**src/rtl/drp_pkg.sv**
```systemverilog
package drp_pkg;

    localparam int X_W      = 8;
    localparam int Y_W      = 9;
    localparam int STRIDE_W = 8;
    localparam int COUNT_W  = 8;
    localparam int AREA_W   = 17;
    localparam int CFG_IDX_W  = 1;
    localparam int CFG_DATA_W = 17;

    localparam logic [X_W-1:0] PANEL_WIDTH  = 8'd122;
    localparam logic [Y_W-1:0] PANEL_HEIGHT = 9'd250;

    localparam logic [COUNT_W-1:0] PARTIAL_LIMIT_RESET = 8'd50;
    localparam logic [AREA_W-1:0]  MAX_PARTIAL_RESET   = 17'd30500;

    // x must sit on a byte boundary
    localparam logic [2:0] BYTE_MASK = 3'h7;

    localparam logic [CFG_IDX_W-1:0] CFG_PARTIAL_LIMIT      = 1'd0;
    localparam logic [CFG_IDX_W-1:0] CFG_MAX_PARTIAL_PIXELS = 1'd1;

    typedef enum logic [2:0] {
        OP_INIT    = 3'd0,
        OP_WRITE   = 3'd1,
        OP_PRESENT = 3'd2,
        OP_SLEEP   = 3'd3,
        OP_WAKE    = 3'd4
    } op_t;

    typedef enum logic [1:0] {
        KIND_NONE    = 2'd0,
        KIND_PARTIAL = 2'd1,
        KIND_FULL    = 2'd2
    } kind_t;

    localparam logic [1:0] MODE_FULL    = 2'd0;
    localparam logic [1:0] MODE_PARTIAL = 2'd1;

    localparam logic STATUS_OK  = 1'b0;
    localparam logic STATUS_ERR = 1'b1;

    typedef struct packed {
        logic [2:0]          op;
        logic [X_W-1:0]      x;
        logic [Y_W-1:0]      y;
        logic [X_W-1:0]      w;
        logic [Y_W-1:0]      h;
        logic [STRIDE_W-1:0] stride;
        logic [1:0]          mode;
    } cmd_t;

    typedef struct packed {
        logic           status;
        logic [1:0]     kind;
        logic [X_W-1:0] x;
        logic [Y_W-1:0] y;
        logic [X_W-1:0] w;
        logic [Y_W-1:0] h;
    } res_t;

    typedef struct packed {
        logic [COUNT_W-1:0] partial_limit;
        logic [AREA_W-1:0]  max_partial_pixels;
    } cfg_t;

endpackage

```
**src/rtl/dirty_region_refresh_policy.sv**
```systemverilog
// Dirty-rectangle refresh policy for an e-paper panel.
//
// Input channel (in_valid / in_ready) carries one command beat: op plus the
// rectangle, stride and refresh mode. Every command beat gives exactly one
// result beat on the output channel (out_valid / out_ready): status, refresh
// kind and the region to refresh.
// Configuration channel (cfg_valid / cfg_ready) writes partial_limit
// (index 0) or max_partial_pixels (index 1); it is always ready. The user
// must write it only while the block is idle; the block does not enforce it.
//
// An accepted command is held in the input register, decided by the
// combinational policy logic once the output register is free or draining,
// and the result lands in the output register with the state update. The
// block takes one command per cycle while the receiver keeps out_ready high;
// the policy state updates on the same edge that loads the result.
// Reset clears all policy flags and the dirty box, empties both pipeline
// registers, and loads the configuration defaults (50 partials, 30500 pixels).
// When the receiver stalls, the result beat holds in the output register,
// the pending command holds in the input register, and in_ready drops once
// both are full.
module dirty_region_refresh_policy
    import drp_pkg::*;
(
    input  logic                  clk,
    input  logic                  rst_n,

    input  logic                  in_valid,
    output logic                  in_ready,
    input  logic [2:0]            op,
    input  logic [X_W-1:0]        area_x,
    input  logic [Y_W-1:0]        area_y,
    input  logic [X_W-1:0]        area_width,
    input  logic [Y_W-1:0]        area_height,
    input  logic [STRIDE_W-1:0]   row_stride_bytes,
    input  logic [1:0]            refresh_mode,

    output logic                  out_valid,
    input  logic                  out_ready,
    output logic                  status,
    output logic [1:0]            refresh_kind,
    output logic [X_W-1:0]        region_x,
    output logic [Y_W-1:0]        region_y,
    output logic [X_W-1:0]        region_width,
    output logic [Y_W-1:0]        region_height,

    input  logic                  cfg_valid,
    output logic                  cfg_ready,
    input  logic [CFG_IDX_W-1:0]  cfg_index,
    input  logic [CFG_DATA_W-1:0] cfg_data
);

    cfg_t cfg_reg;
    cmd_t cmd_reg;
    logic cmd_valid_reg;
    res_t res;
    res_t res_reg;
    logic out_valid_reg;
    logic fire;

    // Decide the held command when the output register is free or draining.
    assign fire      = cmd_valid_reg && (!out_valid_reg || out_ready);
    assign in_ready  = !cmd_valid_reg || fire;
    assign cfg_ready = 1'b1;

    // Configuration registers
    always_ff @(posedge clk or negedge rst_n)
    begin
        if (!rst_n)
        begin
            cfg_reg.partial_limit      <= PARTIAL_LIMIT_RESET;
            cfg_reg.max_partial_pixels <= MAX_PARTIAL_RESET;
        end
        else if (cfg_valid && cfg_ready)
        begin
            case (cfg_index)
                CFG_PARTIAL_LIMIT:
                    cfg_reg.partial_limit <= cfg_data[COUNT_W-1:0];
                CFG_MAX_PARTIAL_PIXELS:
                    cfg_reg.max_partial_pixels <= cfg_data[AREA_W-1:0];
                default:
                    cfg_reg <= cfg_reg;
            endcase
        end
    end

    // Input register: advance on an accepted beat, drop once decided.
    always_ff @(posedge clk or negedge rst_n)
    begin
        if (!rst_n)
        begin
            cmd_valid_reg <= 1'b0;
        end
        else if (in_valid && in_ready)
        begin
            cmd_valid_reg <= 1'b1;
        end
        else if (fire)
        begin
            cmd_valid_reg <= 1'b0;
        end
    end

    always_ff @(posedge clk)
    begin
        if (in_valid && in_ready)
        begin
            cmd_reg.op     <= op;
            cmd_reg.x      <= area_x;
            cmd_reg.y      <= area_y;
            cmd_reg.w      <= area_width;
            cmd_reg.h      <= area_height;
            cmd_reg.stride <= row_stride_bytes;
            cmd_reg.mode   <= refresh_mode;
        end
    end

    drp_policy u_policy (
        .clk   (clk),
        .rst_n (rst_n),
        .fire  (fire),
        .cmd   (cmd_reg),
        .cfg   (cfg_reg),
        .res   (res)
    );

    // Output register: load a fresh decision, hold while stalled.
    always_ff @(posedge clk or negedge rst_n)
    begin
        if (!rst_n)
        begin
            out_valid_reg <= 1'b0;
        end
        else if (fire)
        begin
            out_valid_reg <= 1'b1;
        end
        else if (out_ready)
        begin
            out_valid_reg <= 1'b0;
        end
    end

    always_ff @(posedge clk)
    begin
        if (fire)
        begin
            res_reg <= res;
        end
    end

    assign out_valid     = out_valid_reg;
    assign status        = res_reg.status;
    assign refresh_kind  = res_reg.kind;
    assign region_x      = res_reg.x;
    assign region_y      = res_reg.y;
    assign region_width  = res_reg.w;
    assign region_height = res_reg.h;

    // An empty output register never blocks the input side.
    a_ready_when_empty: assert property (@(posedge clk) disable iff (!rst_n)
        !out_valid_reg |-> in_ready)
        else $error("input blocked with empty output register");

    // No refresh means an all-zero region.
    a_none_zero_region: assert property (@(posedge clk) disable iff (!rst_n)
        (out_valid && refresh_kind == KIND_NONE) |->
        (region_x == '0 && region_y == '0 && region_width == '0 && region_height == '0))
        else $error("region set without a refresh");

    // A full refresh covers the whole panel from the origin.
    a_full_panel: assert property (@(posedge clk) disable iff (!rst_n)
        (out_valid && refresh_kind == KIND_FULL) |->
        (region_x == '0 && region_y == '0 && region_width == PANEL_WIDTH
            && region_height == PANEL_HEIGHT))
        else $error("full refresh not panel sized");

    // A rejected command never refreshes.
    a_err_no_refresh: assert property (@(posedge clk) disable iff (!rst_n)
        (out_valid && status == STATUS_ERR) |-> (refresh_kind == KIND_NONE))
        else $error("refresh issued for rejected command");

endmodule

```
**src/rtl/drp_rect_check.sv**
```systemverilog
module drp_rect_check
    import drp_pkg::*;
(
    input  logic [X_W-1:0]      x,
    input  logic [Y_W-1:0]      y,
    input  logic [X_W-1:0]      w,
    input  logic [Y_W-1:0]      h,
    input  logic [STRIDE_W-1:0] stride,
    output logic                ok
);

    logic [X_W:0]   x_end;
    logic [Y_W:0]   y_end;
    logic [X_W-3:0] min_stride;

    always_comb
    begin
        x_end      = {1'b0, x} + {1'b0, w};
        y_end      = {1'b0, y} + {1'b0, h};
        // ceil(w / 8) fits five bits for every width that the panel bound accepts
        min_stride = {1'b0, w[X_W-1:3]} + {{(X_W-3){1'b0}}, |w[2:0]};
        ok = (w != '0) && (h != '0)
            && ((x[2:0] & BYTE_MASK) == 3'd0)
            && (x_end <= {1'b0, PANEL_WIDTH})
            && (y_end <= {1'b0, PANEL_HEIGHT})
            && (stride >= {2'b00, min_stride});
    end

endmodule

```
**src/rtl/drp_policy.sv**
```systemverilog
module drp_policy
    import drp_pkg::*;
(
    input  logic clk,
    input  logic rst_n,
    input  logic fire,
    input  cmd_t cmd,
    input  cfg_t cfg,
    output res_t res
);

    logic               init_done_reg, init_done_next;
    logic               asleep_reg, asleep_next;
    logic               dirty_reg, dirty_next;
    logic               base_valid_reg, base_valid_next;
    logic [COUNT_W-1:0] pcount_reg, pcount_next;
    logic [X_W-1:0]     left_reg, left_next;
    logic [Y_W-1:0]     top_reg, top_next;
    logic [X_W-1:0]     wide_reg, wide_next;
    logic [Y_W-1:0]     tall_reg, tall_next;

    logic              rect_ok;
    logic [AREA_W-1:0] box_area;
    logic [X_W-1:0]    m_left;
    logic [Y_W-1:0]    m_top;
    logic [X_W:0]      m_right;
    logic [Y_W:0]      m_bottom;
    logic [X_W:0]      m_wide;
    logic [Y_W:0]      m_tall;

    drp_rect_check u_rect (
        .x      (cmd.x),
        .y      (cmd.y),
        .w      (cmd.w),
        .h      (cmd.h),
        .stride (cmd.stride),
        .ok     (rect_ok)
    );

    assign box_area = AREA_W'(wide_reg) * AREA_W'(tall_reg);

    // bounding box of the held box and the new rectangle
    always_comb
    begin
        m_left   = (left_reg < cmd.x) ? left_reg : cmd.x;
        m_top    = (top_reg < cmd.y) ? top_reg : cmd.y;
        m_right  = {1'b0, left_reg} + {1'b0, wide_reg};
        if (({1'b0, cmd.x} + {1'b0, cmd.w}) > m_right)
        begin
            m_right = {1'b0, cmd.x} + {1'b0, cmd.w};
        end
        m_bottom = {1'b0, top_reg} + {1'b0, tall_reg};
        if (({1'b0, cmd.y} + {1'b0, cmd.h}) > m_bottom)
        begin
            m_bottom = {1'b0, cmd.y} + {1'b0, cmd.h};
        end
        m_wide = m_right - {1'b0, m_left};
        m_tall = m_bottom - {1'b0, m_top};
    end

    always_comb
    begin
        init_done_next  = init_done_reg;
        asleep_next     = asleep_reg;
        dirty_next      = dirty_reg;
        base_valid_next = base_valid_reg;
        pcount_next     = pcount_reg;
        left_next       = left_reg;
        top_next        = top_reg;
        wide_next       = wide_reg;
        tall_next       = tall_reg;
        res             = '0;
        res.status      = STATUS_ERR;
        res.kind        = KIND_NONE;

        case (cmd.op)
            OP_INIT:
            begin
                if (!init_done_reg)
                begin
                    init_done_next  = 1'b1;
                    asleep_next     = 1'b0;
                    dirty_next      = 1'b0;
                    base_valid_next = 1'b0;
                    pcount_next     = '0;
                end
                res.status = STATUS_OK;
            end
            OP_WRITE:
            begin
                if (init_done_reg && !asleep_reg && rect_ok)
                begin
                    dirty_next = 1'b1;
                    if (!dirty_reg)
                    begin
                        left_next = cmd.x;
                        top_next  = cmd.y;
                        wide_next = cmd.w;
                        tall_next = cmd.h;
                    end
                    else
                    begin
                        left_next = m_left;
                        top_next  = m_top;
                        wide_next = m_wide[X_W-1:0];
                        tall_next = m_tall[Y_W-1:0];
                    end
                    res.status = STATUS_OK;
                end
            end
            OP_PRESENT:
            begin
                if (init_done_reg && !asleep_reg)
                begin
                    if (!dirty_reg)
                    begin
                        res.status = STATUS_OK;
                    end
                    else if (cmd.mode inside {MODE_FULL, MODE_PARTIAL})
                    begin
                        if ((cmd.mode == MODE_PARTIAL) && base_valid_reg
                            && (box_area <= cfg.max_partial_pixels)
                            && (pcount_reg < cfg.partial_limit))
                        begin
                            res.kind    = KIND_PARTIAL;
                            res.x       = left_reg;
                            res.y       = top_reg;
                            res.w       = wide_reg;
                            res.h       = tall_reg;
                            pcount_next = pcount_reg + 1'b1;
                        end
                        else
                        begin
                            res.kind        = KIND_FULL;
                            res.w           = PANEL_WIDTH;
                            res.h           = PANEL_HEIGHT;
                            base_valid_next = 1'b1;
                            pcount_next     = '0;
                        end
                        dirty_next = 1'b0;
                        res.status = STATUS_OK;
                    end
                end
            end
            OP_SLEEP:
            begin
                if (init_done_reg)
                begin
                    asleep_next     = 1'b1;
                    base_valid_next = 1'b0;
                    res.status      = STATUS_OK;
                end
            end
            OP_WAKE:
            begin
                if (init_done_reg)
                begin
                    if (asleep_reg)
                    begin
                        asleep_next     = 1'b0;
                        dirty_next      = 1'b0;
                        base_valid_next = 1'b0;
                        pcount_next     = '0;
                    end
                    res.status = STATUS_OK;
                end
            end
            default:
            begin
                res.status = STATUS_ERR;
            end
        endcase
    end

    always_ff @(posedge clk or negedge rst_n)
    begin
        if (!rst_n)
        begin
            init_done_reg  <= 1'b0;
            asleep_reg     <= 1'b0;
            dirty_reg      <= 1'b0;
            base_valid_reg <= 1'b0;
            pcount_reg     <= '0;
            left_reg       <= '0;
            top_reg        <= '0;
            wide_reg       <= '0;
            tall_reg       <= '0;
        end
        else if (fire)
        begin
            init_done_reg  <= init_done_next;
            asleep_reg     <= asleep_next;
            dirty_reg      <= dirty_next;
            base_valid_reg <= base_valid_next;
            pcount_reg     <= pcount_next;
            left_reg       <= left_next;
            top_reg        <= top_next;
            wide_reg       <= wide_next;
            tall_reg       <= tall_next;
        end
    end

endmodule

```
**config.mk**
```make
export PLATFORM = sky130hd
export DESIGN_NAME = dirty_region_refresh_policy
export DESIGN_NICKNAME = d
export VERILOG_FILES = /design/src/rtl/drp_pkg.sv /design/src/rtl/dirty_region_refresh_policy.sv /design/src/rtl/drp_rect_check.sv /design/src/rtl/drp_policy.sv
export SDC_FILE = /design/constraint.sdc
export NUM_CORES = 1
export LEC_CHECK = 0
export BUFFER_PORTS_ARGS = -buffer_cell sky130_fd_sc_hd__buf_2
export CAP_MARGIN = 20
export CORE_MARGIN = 1
export CORE_UTILIZATION = 55
export CTS_CLUSTER_SIZE = 16
export DETAILED_ROUTE_END_ITERATION = 12
export PLACE_DENSITY_LB_ADDON = 0.3
export SETUP_SLACK_MARGIN = 0.1
export SYNTH_ARGS = -nofsm -noshare
export SYNTH_HDL_FRONTEND = slang
export SYNTH_SLANG_ARGS = --single-unit
```
**constraint.sdc**
```tcl
create_clock -name clk -period 7.9 [get_ports clk]
set_input_delay 0 -clock clk [delete_from_list [all_inputs] [get_ports clk]]
set_output_delay 0 -clock clk [all_outputs]
set_load 0.02 [all_outputs]
```
Word level (Yosys, flattened, before mapping) --
Index checks and enable logic that the tools add are counted.
Cells by class: $lt $le $gt $ge 9, equal/unequal tests 14, bitwise logic cells 1, multiply operators 1, reduce and logical (&&, ||, !) cells 41, mux-type cells 46, add/sub/neg operators 8
Operators by type and width (count):
- $mux W8 | 11
- $mux W37 | 2
- $mux W36 | 1
- $mux W9 | 4
- $mux W17 | 2
- $pmux W8 S3 | 1
- $add A9 B9 Y10 | 2
- $mux W1 | 20
- $add A8 B8 Y9 | 2
- $le A17 B17 Y1 | 1
- $mul A8 B9 Y17 | 1
- $lt A8 B8 Y1 | 2
- $ne A2 B1 Y1 const B | 7
- $logic_and A1 B1 Y1 | 12
- $pmux W1 S4 | 3
- $gt A10 B10 Y1 | 1
- $le A10 B8 Y1 const B | 1
- $reduce_and A10 Y1 | 1
- $reduce_and A5 Y1 | 2
- $gt A9 B9 Y1 | 1
- $le A9 B7 Y1 const B | 1
- $lt A9 B9 Y1 | 1
- $reduce_bool A9 Y1 | 1
- $sub A9 B9 Y9 | 1
- 27 further kinds | 39
Storage, ports and cells: word-level logic and storage cells 148, output and inout port bits 40, input bits 70, register bits after elaboration 157

Logic depth before layout (Yosys ltp) --
Gate-level depths: netlist (run 1).
word-level depth 9, mapped depth 31, depth with buffers taken out 29

Hierarchy --
From an unflattened synthesis (run 1), not the netlist that was laid out.
Unflattened totals: cell total of the unflattened synthesis 1271, area total of the unflattened synthesis 12777.3 um^2
Modules (own cells, without submodules):
- drp_policy | seq. area each 1151.1 um^2, area an instance 8149.1 um^2, times used 1, cells each 1000
- dirty_region_refresh_policy | seq. area each 3211.8 um^2, area an instance 3659.8 um^2, times used 1, cells each 148
- drp_rect_check | seq. area each 0.0 um^2, area an instance 968.4 um^2, times used 1, cells each 123

Worst setup path after synthesis (run 1) --
No wires, ideal clock.
path kind reg2reg, start point reg u_policy.wide_reg[4], end point reg res_reg, in the netlist region_height[8] (data pin), slack 1.469 ns, clock period less this slack 6.431 ns, arrival 6.299 ns, stages on the path, launching flop included 29, path buffers 2, path through dfrtp_1 -> clkbuf_1 -> and2_1 -> fa_1 -> inv_1 -> fa_1 -> fa_1 -> fa_1 -> inv_1 -> ha_1 -> inv_1 -> nor2_1 -> o21a_1 -> o311a_1 -> o21a_1 -> o21ai_0 -> nor2b_1 -> xnor2_1 -> ha_1 -> a21o_1 -> a21o_1 -> a21oi_1 -> o21ai_0 -> a211o_1 -> o21ai_0 -> o211ai_1 -> nor4_1 -> clkbuf_1 -> and2_1
On the way: cells in the longest elaborated chain, start to end 5
Ends and longest elaborated chain:
- start, declared | RTL line drp_policy.sv:19 | logic [X_W-1:0] wide_reg, wide_next;
- start signal, assigned | RTL line drp_policy.sv:198 | wide_reg <= wide_next;
- $mul A8 B9 Y17 | RTL line drp_policy.sv:40 | assign box_area = AREA_W'(wide_reg) * AREA_W'(tall_reg);
- $le A17 B17 Y1 | RTL line drp_policy.sv:122 | && (box_area <= cfg.max_partial_pixels)
- $logic_and A1 B1 Y1 | RTL line drp_policy.sv:122
- $logic_and A1 B1 Y1 | RTL line drp_policy.sv:123 | && (pcount_reg < cfg.partial_limit))
- $reduce_and A5 Y1 (no line)
- end signal, assigned | RTL line dirty_region_refresh_policy.sv:147 | res_reg <= res;
- end, declared | RTL line dirty_region_refresh_policy.sv:56 | res_t res_reg;
No other way between the ends. A chain may end at the register's enable or synchronous reset.

Final worst setup path (run 1) --
start point reg u_policy.wide_reg[4], end point reg u_policy.pcount_reg[0]
On the way: cells in the longest elaborated chain, start to end 9
Ends and longest elaborated chain:
- $mul A8 B9 Y17 | RTL line drp_policy.sv:40
- $le A17 B17 Y1 | RTL line drp_policy.sv:122
- $logic_and A1 B1 Y1 | RTL line drp_policy.sv:122
- $logic_and A1 B1 Y1 | RTL line drp_policy.sv:123
- $mux W8 | RTL line drp_policy.sv:121 | if ((cmd.mode == MODE_PARTIAL) && base_valid_reg
- $mux W8 | RTL line drp_policy.sv:119 | else if (cmd.mode inside {MODE_FULL, MODE_PARTIAL})
- $mux W8 | RTL line drp_policy.sv:115 | if (!dirty_reg)
- $mux W8 | RTL line drp_policy.sv:113 | if (init_done_reg && !asleep_reg)
- $pmux W8 S3 | RTL line drp_policy.sv:76 | case (cmd.op)
- end signal, assigned | RTL line drp_policy.sv:195 | pcount_reg <= pcount_next;
- end, declared | RTL line drp_policy.sv:16 | logic [COUNT_W-1:0] pcount_reg, pcount_next;
No other way between the ends. The select of a mux whose other input is x is not followed.

==> results of run 1 <==
power by group through the flow:
stage | clock, mW | combinational, mW | sequential (mW)
6_report | 0.848 | 0.588 | 0.985
3_5_place_dp | 0 | 0.544 | 1.00
5_1_grt | 0.893 | 0.649 | 0.991
2_1_floorplan | 0 | 0.407 | 0.984
3_3_place_gp | 0 | 0.528 | 1.00
4_1_cts | 0.856 | 0.577 | 0.984
layout by cell type (no fill, tap or decap), drive strengths merged, types with 3 or more instances in the layout:
cell type      n
nor4           6
clkinv         5
o21bai         8
nor2          39
a211o          3
clkbuf        17
a211oi         9
ha           153
o211ai         3
dfrtp         62
nand2b        13
edfxtp        84
a21oi         52
or2            6
nand4         11
inv          136
dfstp         11
dlygate4sd3   68
a21o          47
nor3          16
and2          81
buf          119
nand3         15
o31ai          6
mux2          38
xnor2         33
xor2          17
o21a          24
and3           8
a31oi          4
a22o           6
nand2         76
o21ai         62
mux2i         29
nor2b         23
fa            48
metrics by stage:
stage / worst slack [ns] / area (um2) / hold WS, ns / total power [mW]
2_1_floorplan: 1.47 / 12200 / -0.296 / 1.39
3_3_place_gp: 1.19 / 13000 / 0.176 / 1.53
3_5_place_dp: 0.929 / 13000 / 0.178 / 1.54
4_1_cts: 0.865 / 14300 / 0.0263 / 2.42
5_1_grt: 0.355 / 14300 / 0.100 / 2.53
6_report: 0.891 / 14300 / 0.0181 / 2.42
metal layers:
layer / wire length, um / part of all wire / global-route usage
met5: 0 / 0 / 0
met4: 840 / 0.030 / 0.106
met3: 1510 / 0.053 / 0.0431
met2: 13900 / 0.49 / 0.435
met1: 12200 / 0.43 / 0.341
area by class of cell:
| class | count | area (um2) |
|---|---|---|
| multi-input combinational | 860 | 7230 |
| tap | 280 | 350 |
| sequential | 157 | 4360 |
| timing repair buffer | 187 | 1320 |
| fill | 1666 | 7480 |
| clock buffer | 17 | 425 |
| inverter | 130 | 488 |
| clock inverter | 15 | 178 |
worst max path at each step:
stage                                                 from                                  to  cells past startpoint  slack [ns]
after detailed placement  u_policy.wide_reg[4]$_DFFE_PN0P_  u_policy.pcount_reg[0]$_DFFE_PN0P_                     28        0.93
after floorplan           u_policy.wide_reg[4]$_DFFE_PN0P_      region_height[8]$_SDFFCE_PN0P_                     28        1.47
after global placement    u_policy.wide_reg[4]$_DFFE_PN0P_  u_policy.pcount_reg[0]$_DFFE_PN0P_                     28        1.19
after global routing      u_policy.wide_reg[4]$_DFFE_PN0P_  u_policy.pcount_reg[0]$_DFFE_PN0P_                     28        0.35
after CTS                 u_policy.wide_reg[4]$_DFFE_PN0P_  u_policy.pcount_reg[0]$_DFFE_PN0P_                     28        0.87
final                     u_policy.wide_reg[4]$_DFFE_PN0P_  u_policy.pcount_reg[0]$_DFFE_PN0P_                     28        0.89
what timing repair did:
item                                   CTS  global route
endpoints found under the hold margin  136             0
hold buffers                            68             0
gates resized for setup                  0             0
cells by family (layout without fill, tap and decap cells):
| kind of cell | count (synthesis) | in the layout | synth area share |
|---|---|---|---|
| other | 1 | 1 | 0.000307 |
| DFF | 157 | 157 | 0.357 |
| AOI/OAI and AO/OA | 237 | 237 | 0.125 |
| buffers and inverters | 165 | 349 | 0.0516 |
| adders and majority gates | 201 | 201 | 0.235 |
| xor gates and xnor gates | 50 | 50 | 0.0359 |
| muxes | 67 | 67 | 0.0616 |
| and+or+nand+nor | 304 | 304 | 0.133 |
worst max-delay path, delay by kind of cell (launching register included):
family	cells	cell delay, ns
AOI/OAI and AO/OA	13	2.53
adders and majority gates	6	2.28
and+or+nand+nor	4	0.96
DFF	1	0.50
buffers and inverters	3	0.34
muxes	1	0.26
xor gates and xnor gates	1	0.08
==> impl_metrics.ini, run 1 <==
[status]
status = complete, no violations

[power_and_ir_drop]
p_clk_frac = 0.350
comb_power_share = 0.243
powerDensity_nw_per_um2 = 169
switching_power_mw = 0.755
peakVddDrop_uv = 140
p_int_mw = 1.67
power_frac_seq = 0.407
p_leak_nw = 6.96
swShare = 0.312

[routing]
drt-vias-per-instance = 5.64
routed_wl_mm = 28.4
routed-via-count = 9287
ant_nets = 0
drc = 0
drt-wirelength-per-cell_um = 17.2
drt_iter0_markers = 525
dr.pass1.iters = 5

[worst_hold_path]
min_path_type = in -> reg
hp-start = cfg_index
worstHoldEndpoint = cfg_reg[21]$_DFFE_PN1P_
hold_depth = 4

[setup_path]
path_class = reg -> reg
r2r_end = u_policy.pcount_reg[0]$_DFFE_PN0P_
worstReg2RegStart = u_policy.wide_reg[4]$_DFFE_PN0P_
slowest_delay_ns = 0.52
r2r_cells = 28
arrival_ns = 7.38
critPathMaxFanout = 20
cpMaxStageDelayCell = fa_1
end_kind = register
worst-endpoint-required_ns = 8.27
critPathLaunchType = register
r2r_setup_slack_ns = 0.89

[sta]
period_share = 0.887
rsz0062_at_grt = no
max_slew_margin = 0.301
fin_setup_tns_ns = 0
hold_viol_final = 0
period_needed_ns = 7.01
max_clock_freq_mhz = 143
worst_slew_pin_slew_ns = 1.05
setup_viol = 0
finalMaxSlewViolations = 0
skew_ns = 0.0114

[clock_network]
ctsLongestPathBuffers = 2
cts_max_level = 4
cts_sinks = 157
root_buffer = clkbuf_16
cts_tree = built
clkTransAtPathRegs_ns = 0.06
postCtsSetupRepairBufs = 0
clock_latency_ns = 0.44
cts_made_buffers = 17

[synthesis]
yosysWarnings = 0
yosysUniqueCellTypes = 60
synth-edff-count = 84
post-synth-top-count-cell = ha_1
yosys.area.top_type = edfxtp_1
synthFlopType = edfxtp_1
synth_common_cells = ha_1, inv_1, edfxtp_1
synthesis.nets = 1453
synthCells = 1182
syn_area_um2 = 12200
netlist.area_leader.share = 0.207
async_flop_share = 0.465
syn_avg_cell_area_um2 = 10.3
ys_seq_area_frac = 0.357
yosys-top-cells-area = edfxtp_1, ha_1, dfrtp_1, fa_1, and2_1
ys_ff_latch = 157

[die]
fp.dieH_um = 151
die_area_um2 = 22800
start_util = 0.560
ios = 110
num_rows = 54
fp.dieW_um = 151
core_area_um2 = 21800

[run]
max-cap-violations = 0

[global_route]
gr-total-overflow = 0
track_usage = 0.262
grt_first_pass_wirelength_mm = 45.5
antenna_found_initial = 0
grt_max_degree = 74
grt_pass1_vias = 9159

[placement]
io_buffers = 108
gp_congestion = 0.899
dpl.hpwl_mm = 20.7
dp.cells = 1544

[cells_and_area]
final_util = 0.657
diodes = 0
fin_cells = 1646
area_delta_synth_final_pct = 17.5
fin_nets = 1624
drive_above_1_share = 0.154
largest_reg_flops = 47
(Power assumes the default switching activity.)
==> run 2: changes to the inputs <==
--- a/config.mk
+++ b/config.mk
@@ -7,7 +7,7 @@
 export LEC_CHECK = 0
 export BUFFER_PORTS_ARGS = -buffer_cell sky130_fd_sc_hd__buf_2
 export CAP_MARGIN = 20
-export CORE_MARGIN = 1
+export CORE_MARGIN = 8
 export CORE_UTILIZATION = 55
 export CTS_CLUSTER_SIZE = 16
 export DETAILED_ROUTE_END_ITERATION = 12
==> run 2 against run 1 <==
  * Largest cell class unchanged
  * Cell area shrank 0.37%
  * Non-clock buffer count shrank 1
  * Hold slack gained 0.024 ns
  * Fmax shrank 1.6%
  * Register-to-register slack lost 0.11 ns
  * Cell count shrank 0.12%
  * Total power shrank 1.4%
  * Clock power shrank 4.1%
  * Sequential power shrank 2%
  * First-iteration DRC count grew 5.5%
  * Via count shrank 0.37%
==> impl_metrics.ini, run 2 (synthesis gave the netlist of run 1 again) <==
[power_and_ir_drop]
peakVddDrop_uv = 146
p_int_mw = 1.66
swShare = 0.305
comb_power_share = 0.254
switching_power_mw = 0.728
power_frac_seq = 0.405
p_clk_frac = 0.341
p_leak_nw = 6.94
powerDensity_nw_per_um2 = 167

[cells_and_area]
final_area_um2 = 14300
fin_nets = 1623
largest_reg_flops = 47
drive_above_1_share = 0.151
area_delta_synth_final_pct = 17.0
final_cell_mix = ha_1, inv_1, buf_2
ff_latch_area_um2 = 4360
nFillCells = 1648
layout_commonest_cell = ha_1
multi_input_area_um2 = 7230
diodes = 0
fin_cells = 1644

[die]
ios = 110
fp.dieW_um = 165
start_util = 0.560
die_area_um2 = 27200
core_area_um2 = 21800
fp.dieH_um = 165
num_rows = 54

[setup_path]
crit_top_cell = fa_1
arrival_ns = 7.48
critPathMaxFanout = 20
worst-endpoint-required_ns = 8.26
path_class = reg -> reg
cpLargestDelayFamily = adder cells
cpMaxStageDelayCell = dfrtp_1
end_kind = register
slowest_delay_ns = 0.64
worst-path-buf-inv = 3
critPathLaunchType = register

[placement]
dp.cells = 1545
dpl.hpwl_mm = 21.8
gp_congestion = 0.875
place_area_um2 = 13000
dp_slack_ns = 0.895
io_buffers = 108

[clock_network]
cts_tree = built
postCtsSetupRepairBufs = 0
cts_sinks = 157
cts_resized = 0
clock_latency_ns = 0.43
cts_max_level = 4
cts_made_buffers = 17
clkTransAtPathRegs_ns = 0.06
root_buffer = clkbuf_16
ctsLongestPathBuffers = 2

[status]
status = complete, no violations

[sta]
skew_ns = 0.0126
fin_setup_tns_ns = 0
max_slew_margin = 0.287
period_share = 0.902
max_clock_freq_mhz = 140
finalMaxSlewViolations = 0
rsz0062_at_grt = no
setup_viol = 0
period_needed_ns = 7.12
worst_slew_pin_slew_ns = 1.07
timing.final.ws_setup_ns = 0.777
hold_viol_final = 0

[global_route]
grt_max_degree = 74
grt_pass1_vias = 9681
grt_first_pass_wirelength_mm = 47.7
track_usage = 0.222
gr-total-overflow = 0
antenna_found_initial = 0

[routing]
routed_wl_mm = 29.3
drc = 0
drt-vias-per-instance = 5.63
drt-wirelength-per-cell_um = 17.8
routed-via-count = 9253
ant_nets = 0
drt_iter0_markers = 554
dr.pass1.iters = 5

[worst_hold_path]
min_path_type = in -> reg

[run]
max-cap-violations = 0
[run 2: cell count changes in the layout (fill, tap and decap cells not counted), sizes merged]
| cell | before | now |
|---|---|---|
| clkbuf | 17 | 19 |
| inv | 136 | 133 |
| clkinv | 5 | 6 |
| buf | 119 | 118 |
| clkinvlp | 2 | 1 |
[run 2: path summary, 6_finish.rpt]
kind	startpoint	endpoint	slack [ns]	cells after the start
max in group asynchronous	rst_n	u_policy.left_reg[7]$_DFFE_PN0P_	6.89	3
min	cfg_index	cfg_reg[18]$_DFFE_PN1P_	0.04	4
max	u_policy.wide_reg[7]$_DFFE_PN0P_	u_policy.pcount_reg[0]$_DFFE_PN0P_	0.78	26
max reg2reg	u_policy.wide_reg[7]$_DFFE_PN0P_	u_policy.pcount_reg[0]$_DFFE_PN0P_	0.78	26
min reg2reg	cfg_reg[7]$_DFFE_PN0P_	cfg_reg[7]$_DFFE_PN0P_	0.51	1
min in group asynchronous	rst_n	cfg_reg[11]$_DFFE_PN0P_	0.37	3
[run 2: per-layer routing]
layer | global-route usage | wire length, um | share of wire
met1 | 0.277 | 12600 | 0.43
met5 | 0 | 0 | 0
met3 | 0.0396 | 1620 | 0.055
met2 | 0.382 | 14500 | 0.49
met4 | 0.0713 | 609 | 0.021
[run 2: area by class of cell]
class                   instances  area share
repair buffers                186      0.0907
inverters                     130      0.0341
clock inverters                12     0.00963
clock buffers                  19      0.0303
well taps                     280      0.0245
multi-input cells             860       0.506
flip-flops and latches        157       0.305
[run 2: worst reg2reg max path, stage by stage, from the launching register on]
cell and delay (ns):
dfrtp_1 0.64, nand2_1 0.16, fa_1 0.53, fa_1 0.54, fa_1 0.53, fa_1 0.55, inv_1 0.04, ha_1 0.33
inv_1 0.09, nor2_1 0.05, o21a_1 0.18, o311a_1 0.31, o21a_1 0.19, o21ai_0 0.20, nor2b_1 0.19, xnor2_1 0.08
ha_1 0.18, a21o_1 0.17, a21o_1 0.16, a21oi_1 0.12, o21ai_0 0.13, a211o_1 0.29, o21ai_0 0.17, o211ai_1 0.13
buf_4 0.25, nor3_1 0.55, mux2_2 0.29
[run 2: repair_timing]
item | in CTS | in global routing
endpoints found under the hold margin | 136 | 0
hold buffers | 68 | 0
endpoints found under the setup margin | 0 | 0
[run 2: power by group through the flow]
stage	Combinational (mW)	Sequential, mW	Clock [mW]
2_1_floorplan	0.407	0.984	0
3_3_place_gp	0.550	0.982	0
3_5_place_dp	0.567	0.983	0
4_1_cts	0.599	0.967	0.824
5_1_grt	0.668	0.974	0.854
6_report	0.606	0.968	0.813
[run 2: stage by stage]
step / power [mW] / utilization / hold slack [ns]
after global routing: 2.50 / 0.655 / 0.108
after floorplan: 1.39 / - / -0.296
after CTS: 2.39 / 0.655 / 0.0209
after detailed placement: 1.55 / 0.598 / 0.178
after global placement: 1.53 / 0.598 / 0.176
final: 2.39 / 0.655 / 0.0423
==> run 3: changes to the inputs <==
--- a/config.mk
+++ b/config.mk
@@ -12,6 +12,7 @@
 export CTS_CLUSTER_SIZE = 16
 export DETAILED_ROUTE_END_ITERATION = 12
 export PLACE_DENSITY_LB_ADDON = 0.3
+export RECOVER_POWER = 100
 export SETUP_SLACK_MARGIN = 0.1
 export SYNTH_ARGS = -nofsm -noshare
 export SYNTH_HDL_FRONTEND = slang
==> run 3 against run 2 <==
  * The flow now finishes with violations (capacitance limit, slew limit)
  * Cell area fell by 0.98%
  * Sequential power barely moved
  * Clock power is essentially flat
  * Critical path type unchanged
  * First-iteration DRC count shrank 9.6%
  * Combinational power is 2% lower
  * Cell count is the same
  * Utilization down 0.64 points
  * Die area unchanged
  * Non-clock buffer count unchanged
  * Total power down 0.49%
  * Sequential share of layout area increased by 0.30 points
  * Hold slack improved by 0.034 ns
==> impl_metrics.ini, run 3 (synthesis gave the netlist of run 1 again) <==
[routing]
drt-vias-per-instance = 5.64
routed_wl_mm = 29.3
drt_iter0_markers = 501
dr.pass1.iters = 5
drc = 0
ant_nets = 0
drt-wirelength-per-cell_um = 17.9
routed-via-count = 9273

[placement]
dp.cells = 1545
gp_congestion = 0.875
dpl.hpwl_mm = 21.8
io_buffers = 108

[setup_path]
worst-endpoint-required_ns = 8.20
r2r_cells = 29
critPathLaunchType = register
worstSetupStartpoint = u_policy.wide_reg[4]$_DFFE_PN0P_
r2r_setup_slack_ns = 0.77
cpMaxStageDelayCell = fa_1
arrival_ns = 7.42
slowest_delay_ns = 0.52
critPathMaxFanout = 20
end_kind = register
r2r_end = region_x[1]$_SDFFCE_PN0P_
endpoint = region_x[1]$_SDFFCE_PN0P_
worstReg2RegStart = u_policy.wide_reg[4]$_DFFE_PN0P_
path_class = reg -> reg

[cells_and_area]
drive_above_1_share = 0.113
fin_cells = 1644
final_util = 0.649
diodes = 0
fin_nets = 1623
largest_reg_flops = 47
area_delta_synth_final_pct = 15.9
final_cell_mix = ha_1, inv_1, edfxtp_1
layout_commonest_cell = ha_1

[sta]
setup_viol = 0
whs_ns = 0.0767
finalMaxSlewViolations = 164
fin_setup_tns_ns = 0
period_needed_ns = 7.13
rsz0062_at_grt = no
max_clock_freq_mhz = 140
period_share = 0.902
hold_viol_final = 0
skew_ns = 0.0126
worst_slew_pin_slew_ns = 4.24
max_slew_margin = -1.83

[status]
status = finished with violations
violations = capacitance limit, slew limit

[clock_network]
cts_max_level = 4
clkTransAtPathRegs_ns = 0.07
root_buffer = clkbuf_16
cts_tree = built
cts_sinks = 157
clock_latency_ns = 0.43
ctsLongestPathBuffers = 2
cts_made_buffers = 17
postCtsSetupRepairBufs = 0

[power_and_ir_drop]
powerDensity_nw_per_um2 = 168
peakVddDrop_uv = 144
finalPower_mw = 2.38
p_leak_nw = 6.76

[run]
max-cap-violations = 3

[global_route]
grt_pass1_vias = 9681
gr-total-overflow = 0
grt_max_degree = 74
grt_first_pass_wirelength_mm = 47.7
track_usage = 0.222
antenna_found_initial = 0

[die]
ios = 110
start_util = 0.560
die_area_um2 = 27200
fp.dieW_um = 165
fp.dieH_um = 165
core_area_um2 = 21800
num_rows = 54

[worst_hold_path]
hp-start = cfg_index
min_path_type = in -> reg
==> run 3: cell types whose count changed in the layout (fill, tap and decap cells not counted), sizes merged <==
| cell | before | now |
|---|---|---|
| buf | 118 | 72 |
| clkbuf | 19 | 65 |
==> run 3: final cells by class <==
type | instances | area [um2]
Clock buffer | 19 | 433
Clock inverter | 12 | 138
Fill cell | 1700 | 7670
Inverter | 130 | 488
Multi-Input combinational cell | 860 | 7160
Sequential cell | 157 | 4360
Tap cell | 280 | 350
Timing Repair Buffer | 186 | 1230
==> run 3: what timing repair did <==
item                                   in CTS  in global routing
resized for setup                           0                  0
endpoints found under the hold margin     136                  0
hold buffers                               68                  0
==> run 3: per-stage QoR <==
stage | worst slack (ns) | area [um2]
finish | 0.772 | 14200
global route | 0.243 | 14200
CTS | 0.804 | 14300
detailed placement | 0.895 | 13000
global placement | 1.19 | 13000
floorplan | 1.47 | 12200
==> run 3: worst min-delay path by stage <==
stage | to | slack (ns) | depth (start not counted)
after CTS | cfg_reg[18]$_DFFE_PN1P_ | 0.02 | 4
after detailed placement | cmd_reg[33]$_DFFE_PP_ | 0.18 | 1
final | cfg_reg[18]$_DFFE_PN1P_ | 0.08 | 4
after global routing | cfg_reg[18]$_DFFE_PN1P_ | 0.15 | 4
after global placement | cmd_reg[18]$_DFFE_PP_ | 0.18 | 1
after floorplan | cfg_reg[0]$_DFFE_PN0P_ | -0.30 | 0
==> run 3: where the power goes <==
group / leakage (nW) / total (mW) / switching, mW / internal, mW
logic: 4.73 / 0.592 / 0.336 / 0.256
registers: 1.76 / 0.970 / 0.0391 / 0.931
clock network: 0.276 / 0.814 / 0.347 / 0.467
total: 6.76 / 2.38 / 0.721 / 1.65
==> run 3: worst max-delay path: cells and delay by family, from the launching register on <==
kind,cells,cell delay (ns)
XOR/XNOR,1,0.08
AND/OR/NAND/NOR,5,1.01
flip-flops,1,0.50
AO/OA/AOI/OAI,13,2.47
buffers and inverters,4,0.61
adder cells (fa/ha/maj),6,2.31
==> run 3: metal layers <==
layer | GRT usage | vias up | routed length, um
met5 | 0 | - | 0
met1 | 0.277 | 4542 | 12800
met4 | 0.0713 | 0 | 586
met2 | 0.382 | 232 | 14500
met3 | 0.0396 | 45 | 1510
li1 | - | 4454 | -
